### src/dlet_pkg.sv
// dlet_pkg: types and constants for the delta list event timer
// used by dlet_front, dlet_list and delta_list_event_timer
package dlet_pkg;

   localparam int LIST_DEPTH_DEFAULT = 16;
   localparam int MAX_RESULTS = 16;
   localparam int DELTA_W = 35;
   localparam int NS_PER_US = 1000;

   typedef enum logic [1:0] {
      MODE_TICK   = 2'd0,
      MODE_ADD    = 2'd1,
      MODE_REMOVE = 2'd2,
      MODE_NONE   = 2'd3
   } mode_type;

   typedef enum logic {
      KIND_DUE    = 1'b0,
      KIND_REJECT = 1'b1
   } kind_type;

   typedef struct packed {
      logic [1:0]  mode;
      logic [7:0]  owner_id;
      logic [31:0] event_data;
      logic [31:0] event_context;
      logic [23:0] delay_us;
      logic [31:0] elapsed_ns;
   } req_type;

   typedef struct packed {
      logic        result_kind;
      logic [7:0]  due_owner;
      logic [31:0] due_data;
      logic [31:0] due_context;
      logic        last;
   } rsp_type;

   // classified command handed from front to back
   typedef struct packed {
      mode_type           mode;
      logic [7:0]         owner;
      logic [31:0]        data;
      logic [31:0]        context_w;
      logic [DELTA_W-1:0] amount;
   } cmd_type;

   typedef enum logic [2:0] {
      ST_IDLE,
      ST_TICK,
      ST_ADD_FIND,
      ST_ADD_SHIFT,
      ST_REM,
      ST_DRAIN
   } state_type;

endpackage

### src/delta_list_event_timer.sv
// delta_list_event_timer: top level of the delta list event timer
// depends on dlet_pkg, dlet_front, dlet_list
//
// channel   ports                       transfer
// request   start, busy, req            start && !busy
// response  rsp_strobe, rsp             rsp_strobe, one cycle, no stall
//
// a command waits in the front queue until the list sequencer is idle, then holds
// the list sequencer for the one-entry-per-cycle list walk; tick results
// come one per cycle
// the front queue holds two commands; busy rises only when it is full
// reset clears the list count and the queue; no clearing pass is needed
// the receiver cannot stall, results are shown for exactly one cycle
module delta_list_event_timer #(
   parameter int LIST_DEPTH = dlet_pkg::LIST_DEPTH_DEFAULT
) (
   input  logic              clock,
   input  logic              reset,
   input  logic              start,
   output logic              busy,
   input  dlet_pkg::req_type req,
   output logic              rsp_strobe,
   output dlet_pkg::rsp_type rsp
);

   logic              cmd_valid, cmd_take;
   dlet_pkg::cmd_type cmd;

   dlet_front u_front (
      .clock(clock), .reset(reset), .start(start), .req(req), .busy(busy),
      .cmd_valid(cmd_valid), .cmd(cmd), .cmd_take(cmd_take)
   );

   dlet_list #(.LIST_DEPTH(LIST_DEPTH)) u_list (
      .clock(clock), .reset(reset), .cmd_valid(cmd_valid), .cmd(cmd),
      .cmd_take(cmd_take), .rsp_strobe(rsp_strobe), .rsp(rsp)
   );

endmodule

### src/dlet_front.sv
// dlet_front: accepts commands, converts delay to ns, two-entry queue
// depends on dlet_pkg
module dlet_front (
   input  logic             clock,
   input  logic             reset,
   input  logic             start,
   input  dlet_pkg::req_type req,
   output logic             busy,
   output logic             cmd_valid,
   output dlet_pkg::cmd_type cmd,
   input  logic             cmd_take
);

   dlet_pkg::cmd_type q_ff [2];
   dlet_pkg::cmd_type q_in;
   logic [1:0] cnt_ff, cnt_in;
   logic       rd_ff, rd_in, wr_ff, wr_in;
   logic       push;
   logic [33:0] ns;

   // us to ns: x*1000 = x*1024 - x*16 - x*8
   assign ns = ({10'd0, req.delay_us} << 10) - ({10'd0, req.delay_us} << 4)
             - ({10'd0, req.delay_us} << 3);

   assign busy = cnt_ff[1];
   assign push = start && !busy && req.mode != dlet_pkg::MODE_NONE;
   assign cmd_valid = cnt_ff != 2'd0;
   assign cmd = q_ff[rd_ff];

   always_comb begin
      q_in.mode = dlet_pkg::mode_type'(req.mode);
      q_in.owner = req.owner_id;
      q_in.data = req.event_data;
      q_in.context_w = req.event_context;
      if (req.mode == dlet_pkg::MODE_ADD) begin
         q_in.amount = {1'b0, ns};
      end else begin
         q_in.amount = {3'd0, req.elapsed_ns};
      end
      cnt_in = cnt_ff + {1'b0, push} - {1'b0, cmd_take};
      rd_in = rd_ff ^ cmd_take;
      wr_in = wr_ff ^ push;
   end

   always_ff @(posedge clock) begin
      if (reset) begin
         cnt_ff <= '0;
         rd_ff <= 1'b0;
         wr_ff <= 1'b0;
      end else begin
         cnt_ff <= cnt_in;
         rd_ff <= rd_in;
         wr_ff <= wr_in;
      end
      if (push) begin
         q_ff[wr_ff] <= q_in;
      end
   end

`ifndef SYNTHESIS
   a_no_over: assert property (@(posedge clock) disable iff (reset)
      cnt_ff == 2'd2 |-> !push) else $error("queue overflow");
   a_no_under: assert property (@(posedge clock) disable iff (reset)
      cmd_take |-> cmd_valid) else $error("queue underflow");
   a_cnt_max: assert property (@(posedge clock) disable iff (reset)
      cnt_ff != 2'd3) else $error("bad count");
`endif

endmodule

### src/dlet_list.sv
// dlet_list: delta list storage and sequencer for tick, add and remove
// depends on dlet_pkg
module dlet_list #(
   parameter int LIST_DEPTH = dlet_pkg::LIST_DEPTH_DEFAULT
) (
   input  logic              clock,
   input  logic              reset,
   input  logic              cmd_valid,
   input  dlet_pkg::cmd_type cmd,
   output logic              cmd_take,
   output logic              rsp_strobe,
   output dlet_pkg::rsp_type rsp
);

   localparam int IW = $clog2(LIST_DEPTH);
   localparam int CW = $clog2(LIST_DEPTH + 1);
   localparam int DW = dlet_pkg::DELTA_W;
   localparam int RW = $clog2(dlet_pkg::MAX_RESULTS + 1);

   logic [7:0]    own_ff [LIST_DEPTH];
   logic [31:0]   dat_ff [LIST_DEPTH];
   logic [31:0]   ctx_ff [LIST_DEPTH];
   logic [DW-1:0] dlt_ff [LIST_DEPTH];

   dlet_pkg::state_type st_ff, st_in;
   dlet_pkg::cmd_type   c_ff, c_in;
   logic [CW-1:0] cnt_ff, cnt_in;
   logic [CW-1:0] i_ff, i_in;
   logic [CW-1:0] w_ff, w_in;
   logic [DW-1:0] acc_ff, acc_in;
   logic [DW-1:0] carry_ff, carry_in;
   logic [RW-1:0] n_ff, n_in;
   logic          str_ff, str_in;
   dlet_pkg::rsp_type r_ff, r_in;

   logic [IW-1:0] ix, wx, ixm;
   logic [DW-1:0] cur, sum;
   logic          in_rng, due, more;

   assign ix  = i_ff[IW-1:0];
   assign wx  = w_ff[IW-1:0];
   assign ixm = IW'(i_ff - CW'(1));
   assign in_rng = i_ff < cnt_ff;
   assign cur = dlt_ff[ix];
   assign sum = acc_ff + cur;
   assign due = cur <= c_ff.amount;
   assign more = (i_ff + CW'(1) < cnt_ff) && n_ff + RW'(1) < RW'(dlet_pkg::MAX_RESULTS)
               && dlt_ff[IW'(i_ff + CW'(1))] <= c_ff.amount - cur;
   assign cmd_take = st_ff == dlet_pkg::ST_IDLE && cmd_valid;
   assign rsp_strobe = str_ff;
   assign rsp = r_ff;

   always_comb begin
      st_in = st_ff;
      unique case (st_ff)
         dlet_pkg::ST_IDLE: begin
            if (cmd_valid) begin
               unique case (cmd.mode)
                  dlet_pkg::MODE_TICK: st_in = dlet_pkg::ST_TICK;
                  dlet_pkg::MODE_ADD: st_in = dlet_pkg::ST_ADD_FIND;
                  dlet_pkg::MODE_REMOVE: st_in = dlet_pkg::ST_REM;
                  default: st_in = dlet_pkg::ST_IDLE;
               endcase
            end
         end
         dlet_pkg::ST_TICK: begin
            if (!(in_rng && n_ff < RW'(dlet_pkg::MAX_RESULTS) && due)) begin
               st_in = dlet_pkg::ST_DRAIN;
            end
         end
         dlet_pkg::ST_ADD_FIND: begin
            if (cnt_ff >= CW'(LIST_DEPTH)) begin
               st_in = dlet_pkg::ST_IDLE;
            end else if (!(in_rng && !(c_ff.amount < sum))) begin
               st_in = dlet_pkg::ST_ADD_SHIFT;
            end
         end
         dlet_pkg::ST_ADD_SHIFT: begin
            if (i_ff == w_ff) begin
               st_in = dlet_pkg::ST_IDLE;
            end
         end
         dlet_pkg::ST_REM: begin
            if (!in_rng) begin
               st_in = dlet_pkg::ST_IDLE;
            end
         end
         dlet_pkg::ST_DRAIN: begin
            if (i_ff == '0 || !in_rng || w_ff == cnt_ff - i_ff) begin
               st_in = dlet_pkg::ST_IDLE;
            end
         end
         default: st_in = dlet_pkg::ST_IDLE;
      endcase
   end

   always_comb begin
      c_in = c_ff;
      cnt_in = cnt_ff;
      i_in = i_ff;
      w_in = w_ff;
      acc_in = acc_ff;
      carry_in = carry_ff;
      n_in = n_ff;
      str_in = 1'b0;
      r_in = r_ff;
      unique case (st_ff)
         dlet_pkg::ST_IDLE: begin
            c_in = cmd;
            i_in = '0;
            w_in = '0;
            acc_in = '0;
            carry_in = '0;
            n_in = '0;
         end
         dlet_pkg::ST_TICK: begin
            if (in_rng && n_ff < RW'(dlet_pkg::MAX_RESULTS) && due) begin
               c_in.amount = c_ff.amount - cur;
               str_in = 1'b1;
               r_in.result_kind = dlet_pkg::KIND_DUE;
               r_in.due_owner = own_ff[ix];
               r_in.due_data = dat_ff[ix];
               r_in.due_context = ctx_ff[ix];
               r_in.last = !more;
               i_in = i_ff + CW'(1);
               n_in = n_ff + RW'(1);
            end
         end
         dlet_pkg::ST_DRAIN: begin
            // compact remaining entries down by i places, w counts moved
            if (i_ff == '0 || !in_rng) begin
               cnt_in = cnt_ff - i_ff;
            end else if (w_ff == cnt_ff - i_ff) begin
               cnt_in = cnt_ff - i_ff;
            end else begin
               w_in = w_ff + CW'(1);
            end
         end
         dlet_pkg::ST_ADD_FIND: begin
            if (cnt_ff >= CW'(LIST_DEPTH)) begin
               str_in = 1'b1;
               r_in.result_kind = dlet_pkg::KIND_REJECT;
               r_in.due_owner = c_ff.owner;
               r_in.due_data = c_ff.data;
               r_in.due_context = c_ff.context_w;
               r_in.last = 1'b1;
            end else if (in_rng && !(c_ff.amount < sum)) begin
               acc_in = sum;
               i_in = i_ff + CW'(1);
            end else begin
               c_in.amount = c_ff.amount - acc_ff;
               w_in = i_ff;
               i_in = cnt_ff;
            end
         end
         dlet_pkg::ST_ADD_SHIFT: begin
            if (i_ff == w_ff) begin
               cnt_in = cnt_ff + CW'(1);
            end else begin
               i_in = i_ff - CW'(1);
            end
         end
         dlet_pkg::ST_REM: begin
            if (in_rng) begin
               i_in = i_ff + CW'(1);
               if (own_ff[ix] == c_ff.owner) begin
                  carry_in = carry_ff + cur;
               end else begin
                  carry_in = '0;
                  w_in = w_ff + CW'(1);
               end
            end else begin
               cnt_in = w_ff;
            end
         end
         default: ;
      endcase
   end

   always_ff @(posedge clock) begin
      if (reset) begin
         st_ff <= dlet_pkg::ST_IDLE;
         cnt_ff <= '0;
         str_ff <= 1'b0;
      end else begin
         st_ff <= st_in;
         cnt_ff <= cnt_in;
         str_ff <= str_in;
      end
      c_ff <= c_in;
      i_ff <= i_in;
      w_ff <= w_in;
      acc_ff <= acc_in;
      carry_ff <= carry_in;
      n_ff <= n_in;
      r_ff <= r_in;
   end

   // list memory writes, one entry per cycle
   always_ff @(posedge clock) begin
      unique case (st_ff)
         dlet_pkg::ST_TICK: begin
            if (!(in_rng && n_ff < RW'(dlet_pkg::MAX_RESULTS) && due) && in_rng) begin
               if (cur > c_ff.amount) begin
                  dlt_ff[ix] <= cur - c_ff.amount;
               end else begin
                  dlt_ff[ix] <= '0;
               end
            end
         end
         dlet_pkg::ST_DRAIN: begin
            if (i_ff != '0 && in_rng && w_ff != cnt_ff - i_ff) begin
               own_ff[wx] <= own_ff[IW'(w_ff + i_ff)];
               dat_ff[wx] <= dat_ff[IW'(w_ff + i_ff)];
               ctx_ff[wx] <= ctx_ff[IW'(w_ff + i_ff)];
               dlt_ff[wx] <= dlt_ff[IW'(w_ff + i_ff)];
            end
         end
         dlet_pkg::ST_ADD_FIND: begin
            if (cnt_ff < CW'(LIST_DEPTH) && !(in_rng && !(c_ff.amount < sum)) && in_rng) begin
               dlt_ff[ix] <= cur - (c_ff.amount - acc_ff);
            end
         end
         dlet_pkg::ST_ADD_SHIFT: begin
            if (i_ff == w_ff) begin
               own_ff[ix] <= c_ff.owner;
               dat_ff[ix] <= c_ff.data;
               ctx_ff[ix] <= c_ff.context_w;
               dlt_ff[ix] <= c_ff.amount;
            end else begin
               own_ff[ix] <= own_ff[ixm];
               dat_ff[ix] <= dat_ff[ixm];
               ctx_ff[ix] <= ctx_ff[ixm];
               dlt_ff[ix] <= dlt_ff[ixm];
            end
         end
         dlet_pkg::ST_REM: begin
            if (in_rng && own_ff[ix] != c_ff.owner) begin
               own_ff[wx] <= own_ff[ix];
               dat_ff[wx] <= dat_ff[ix];
               ctx_ff[wx] <= ctx_ff[ix];
               dlt_ff[wx] <= cur + carry_ff;
            end
         end
         default: ;
      endcase
   end

`ifndef SYNTHESIS
   a_cnt_rng: assert property (@(posedge clock) disable iff (reset)
      cnt_ff <= CW'(LIST_DEPTH)) else $error("count beyond depth");
   a_take_idle: assert property (@(posedge clock) disable iff (reset)
      cmd_take |-> st_ff == dlet_pkg::ST_IDLE) else $error("take while working");
   a_rej_full: assert property (@(posedge clock) disable iff (reset)
      str_ff && r_ff.result_kind == dlet_pkg::KIND_REJECT |-> r_ff.last)
      else $error("reject not last");
`endif

endmodule
### config.mk
export PLATFORM = sky130hd
export DESIGN_NAME = delta_list_event_timer
export DESIGN_NICKNAME = d
export VERILOG_FILES = /design/src/dlet_pkg.sv /design/src/delta_list_event_timer.sv /design/src/dlet_front.sv /design/src/dlet_list.sv
export SDC_FILE = /design/constraint.sdc
export NUM_CORES = 2
export LEC_CHECK = 0
export BUFFER_PORTS_ARGS = -buffer_cell sky130_fd_sc_hd__buf_2
export CAP_MARGIN = 20
export CORE_ASPECT_RATIO = 0.75
export CORE_MARGIN = 2
export CORE_UTILIZATION = 40
export CTS_CLUSTER_DIAMETER = 200
export CTS_CLUSTER_SIZE = 12
export DETAILED_ROUTE_END_ITERATION = 8
export HOLD_SLACK_MARGIN = 0.12
export PLACE_DENSITY = 0.66
export SLEW_MARGIN = 30
export SYNTH_ARGS = -nofsm -noshare
export SYNTH_HDL_FRONTEND = slang
export SYNTH_SLANG_ARGS = --single-unit
export TNS_END_PERCENT = 10
### constraint.sdc
create_clock -name clock -period 10.3 [get_ports clock]
set_input_delay 0.515 -clock clock [delete_from_list [all_inputs] [get_ports clock]]
set_output_delay 0.515 -clock clock [all_outputs]
set_load 0.005 [all_outputs]
==> metrics.cfg <==
[detailed_routing]
drt-pass1-iter-count = 6
drc = 0
routed_wl_um = 438200
via_per_inst = 6.915
ant_nets = 0
wl_per_cell_um = 34.97
vias = 86650
drt_iter0_markers = 12880

[placed_design]
dp_hpwl_um = 275200
portBuffers = 208
gp_congestion = 0.9793
placed_cells = 12150

[sta]
period_minus_slack_ps = 9774
drv_slew = 0
rsz0062_at_grt = no
fmax_ghz = 0.1023
fin_crit_sh_pct = 94.89
setup_viol = 0
hold_violations = 0
max_slew.worst_pin.slew_ps = 1168
relSlewSlack_pct = 19.89
fin_skew_ps = 115.0

[final_layout]
synthToLayoutAreaGrowth_pct = 10.91
finalNonFillerCells = 12530
nets = 8638
drive_above_1_share_pct = 32.47

[critical_path]
crit_path_start_kind = flip-flop
reg2reg_slack_ps = 530
cp_max_fo = 37
crit_type = flip-flop to flip-flop
arrival_ps = 10300
endpoint_kind = flip-flop
required_ps = 10820

[clock_network]
clk_pin_slew_ps = 60
cts_setup_buffers = 0
htreeDepth = 4
clockBufferDepth = 4
clock-root-buffer = clkbuf_16
cts_tree = done
insertion_delay_ps = 950
cts_buffers = 210
cts_sinks = 2211

[die]
initial_core_util_pct = 40.14
die_h_um = 500.3
coreArea_sq_mm = 0.3272
pin_count = 209
rows = 182
die_w_um = 665.7
dieArea_sq_mm = 0.3330

[grt]
grt_pass1_vias = 85740
overflow = 0
grt_max_degree = 130
grt_pass1_wl_um = 625500
grt.total_usage_pct = 25.78
antenna_found_initial = 13

[synthesis]
synth-main-ff-cell = edfxtp_1
syn_avg_cell_area_sq_um = 16.46
synthesis.instances = 7978
postSynth.asyncResetShare_pct = 0
synth_cell_types = 87
synth_seq_cells = 2211
yosys-top-cells-area = edfxtp_1 50%, mux4_2 30%, ha_1 3.2%, a21oi_1 1.4%, mux2i_1 1.4%
yosysSeqAreaShare_pct = 50.42
yosys_warnings = 0
netlist.area_leader.share_pct = 50.16
synth_top_area_cell = edfxtp_1
syn_area_sq_mm = 0.1314
postSynthNetCount = 8471
synth_edf_count = 2194

[min_path]
hold_class = primary input to flip-flop

[run_status]
status = complete, no violations

[job]
cap_viol_max_count = 0

-- routing by layer --
layer  GRT usage [%]  part of all wire (%)  up-vias
met2           38.23                    44     6828
met4           8.839                   4.0       20
met5          0.8652                  0.11        -
li1                -                     -    33760
met3           9.890                    15     1008
met1           34.68                    37    45030
-- synth_stat cells, types with 51 or more instances --
cell type and n:
nor2b_1 109, o21ai_0 184, clkbuf_1 408, a21o_1 132, ha_1 335, mux4_2 1729
a211oi_1 119, edfxtp_1 2194, nand3_1 51, mux2_2 84, buf_1 138, a21oi_1 371
nor2_1 285, mux2i_1 179, nand2_1 447, xor2_1 111, xnor2_1 154, inv_1 216
-- sequential cells by signal (all words and copies together) (netlist names), 2 cells and up, named ones only --
| register | cells |
|---|---|
| u_list.c_ff | 107 |
| u_list.own_ff | 128 |
| u_list.st_ff | 3 |
| u_front.cnt_ff | 2 |
| u_list.n_ff | 5 |
| u_list.cnt_ff | 5 |
| u_list.dlt_ff | 560 |
| u_list.w_ff | 5 |
| u_front.q_ff | 216 |
| u_list.dat_ff | 512 |
| u_list.rsp | 74 |
| u_list.i_ff | 5 |
| u_list.carry_ff | 35 |
| u_list.ctx_ff | 512 |
| u_list.acc_ff | 35 |
-- area by class of cell --
cell class | count | area (sq um)
fill | 27800 | 181500
sequential | 2211 | 66240
multi-input combinational | 4958 | 62860
clock buffer | 260 | 5507
tap | 4324 | 5410
timing repair buffer | 546 | 4702
inverter | 218 | 823.3
clock inverter | 6 | 116.4
antenna | 8 | 20.02
-- layout by cell type, fill, tap and decap left out, types with 51 or more instances in the layout --
master and count:
a21o_1 132, a21oi_2 76, edfxtp_1 2194, inv_1 214, nor2_1 252, a21oi_1 298
xor2_1 109, a211oi_1 118, mux2_2 84, xnor2_1 148, clkbuf_16 213, nand2_1 444
o21ai_0 181, buf_12 51, mux2i_1 178, dlygate4sd3_1 107, nor2b_1 108, ha_1 331
nand3_1 51, mux4_2 1729, buf_4 161, buf_2 208
-- critical path, cell delays in order, from the launching register on --
cell and delay, ps:
dfxtp_4 690, buf_4 630, mux4_2 400, mux4_2 580, ha_1 370, a21o_1 270, a2111oi_0 180, buf_4 180
nor4_1 410, nor2_1 200, o31ai_1 730, a31oi_1 320, o21ai_0 330, o41ai_1 130, xnor2_1 220, ha_1 270
and3_1 170, nand4_1 160, or2_2 140, o22ai_1 60, or3_1 400, a21oi_1 720, nand3_1 180, buf_4 340
nand2_1 160, buf_4 210, o22ai_1 200, a221o_1 620
-- path summary, 6_finish.rpt --
| check | start | endpoint | cells after the start |
|---|---|---|---|
| max | flip-flop | u_list.dlt_ff[14][12] | 27 |
| min | req[52] | u_front.q_ff[1][30] | 3 |
| max reg2reg | flip-flop | u_list.dlt_ff[14][12] | 27 |
| min reg2reg | u_front.q_ff[0][65] | u_list.c_ff[66] | 1 |
-- repair_timing --
action,4_1_cts,5_1_grt
hold endpoints to repair,225,0
hold buffers,107,0
resized for setup,0,0
-- logic make-up (layout without fill, tap and decap cells) --
| kind of cell | count (synthesis) | in the layout | share of synthesized area [%] |
|---|---|---|---|
| XOR/XNOR | 265 | 265 | 1.767 |
| other | 0 | 8 | 0 |
| AND/OR/NAND/NOR | 1134 | 1134 | 3.968 |
| buffers and inverters | 809 | 1030 | 2.384 |
| flip-flops | 2211 | 2211 | 50.42 |
| AO/OA/AOI/OAI | 1196 | 1196 | 5.944 |
| adder cells (fa/ha/maj) | 360 | 360 | 3.572 |
| multiplexers | 2003 | 2003 | 31.95 |
-- through the flow --
stage / setup slack, ps / hold slack (ps) / instance area, sq um / utilization, % / setup TNS (ps)
detailed placement: 919.6 / 531.4 / 138500 / 42.33 / 0
global placement: 968.3 / 529.9 / 138300 / 42.25 / 0
CTS: 768.5 / 123.1 / 145200 / 44.38 / 0
floorplan: -424.4 / 510.7 / 131400 / - / -27750
global route: 227.0 / 145.9 / 145700 / 44.52 / 0
finish: 526.0 / 176.0 / 145700 / 44.52 / 0
Power is left out: the tool's default activity adds up to more than one toggle a clock period on the data nets, which glitch-free logic cannot reach.
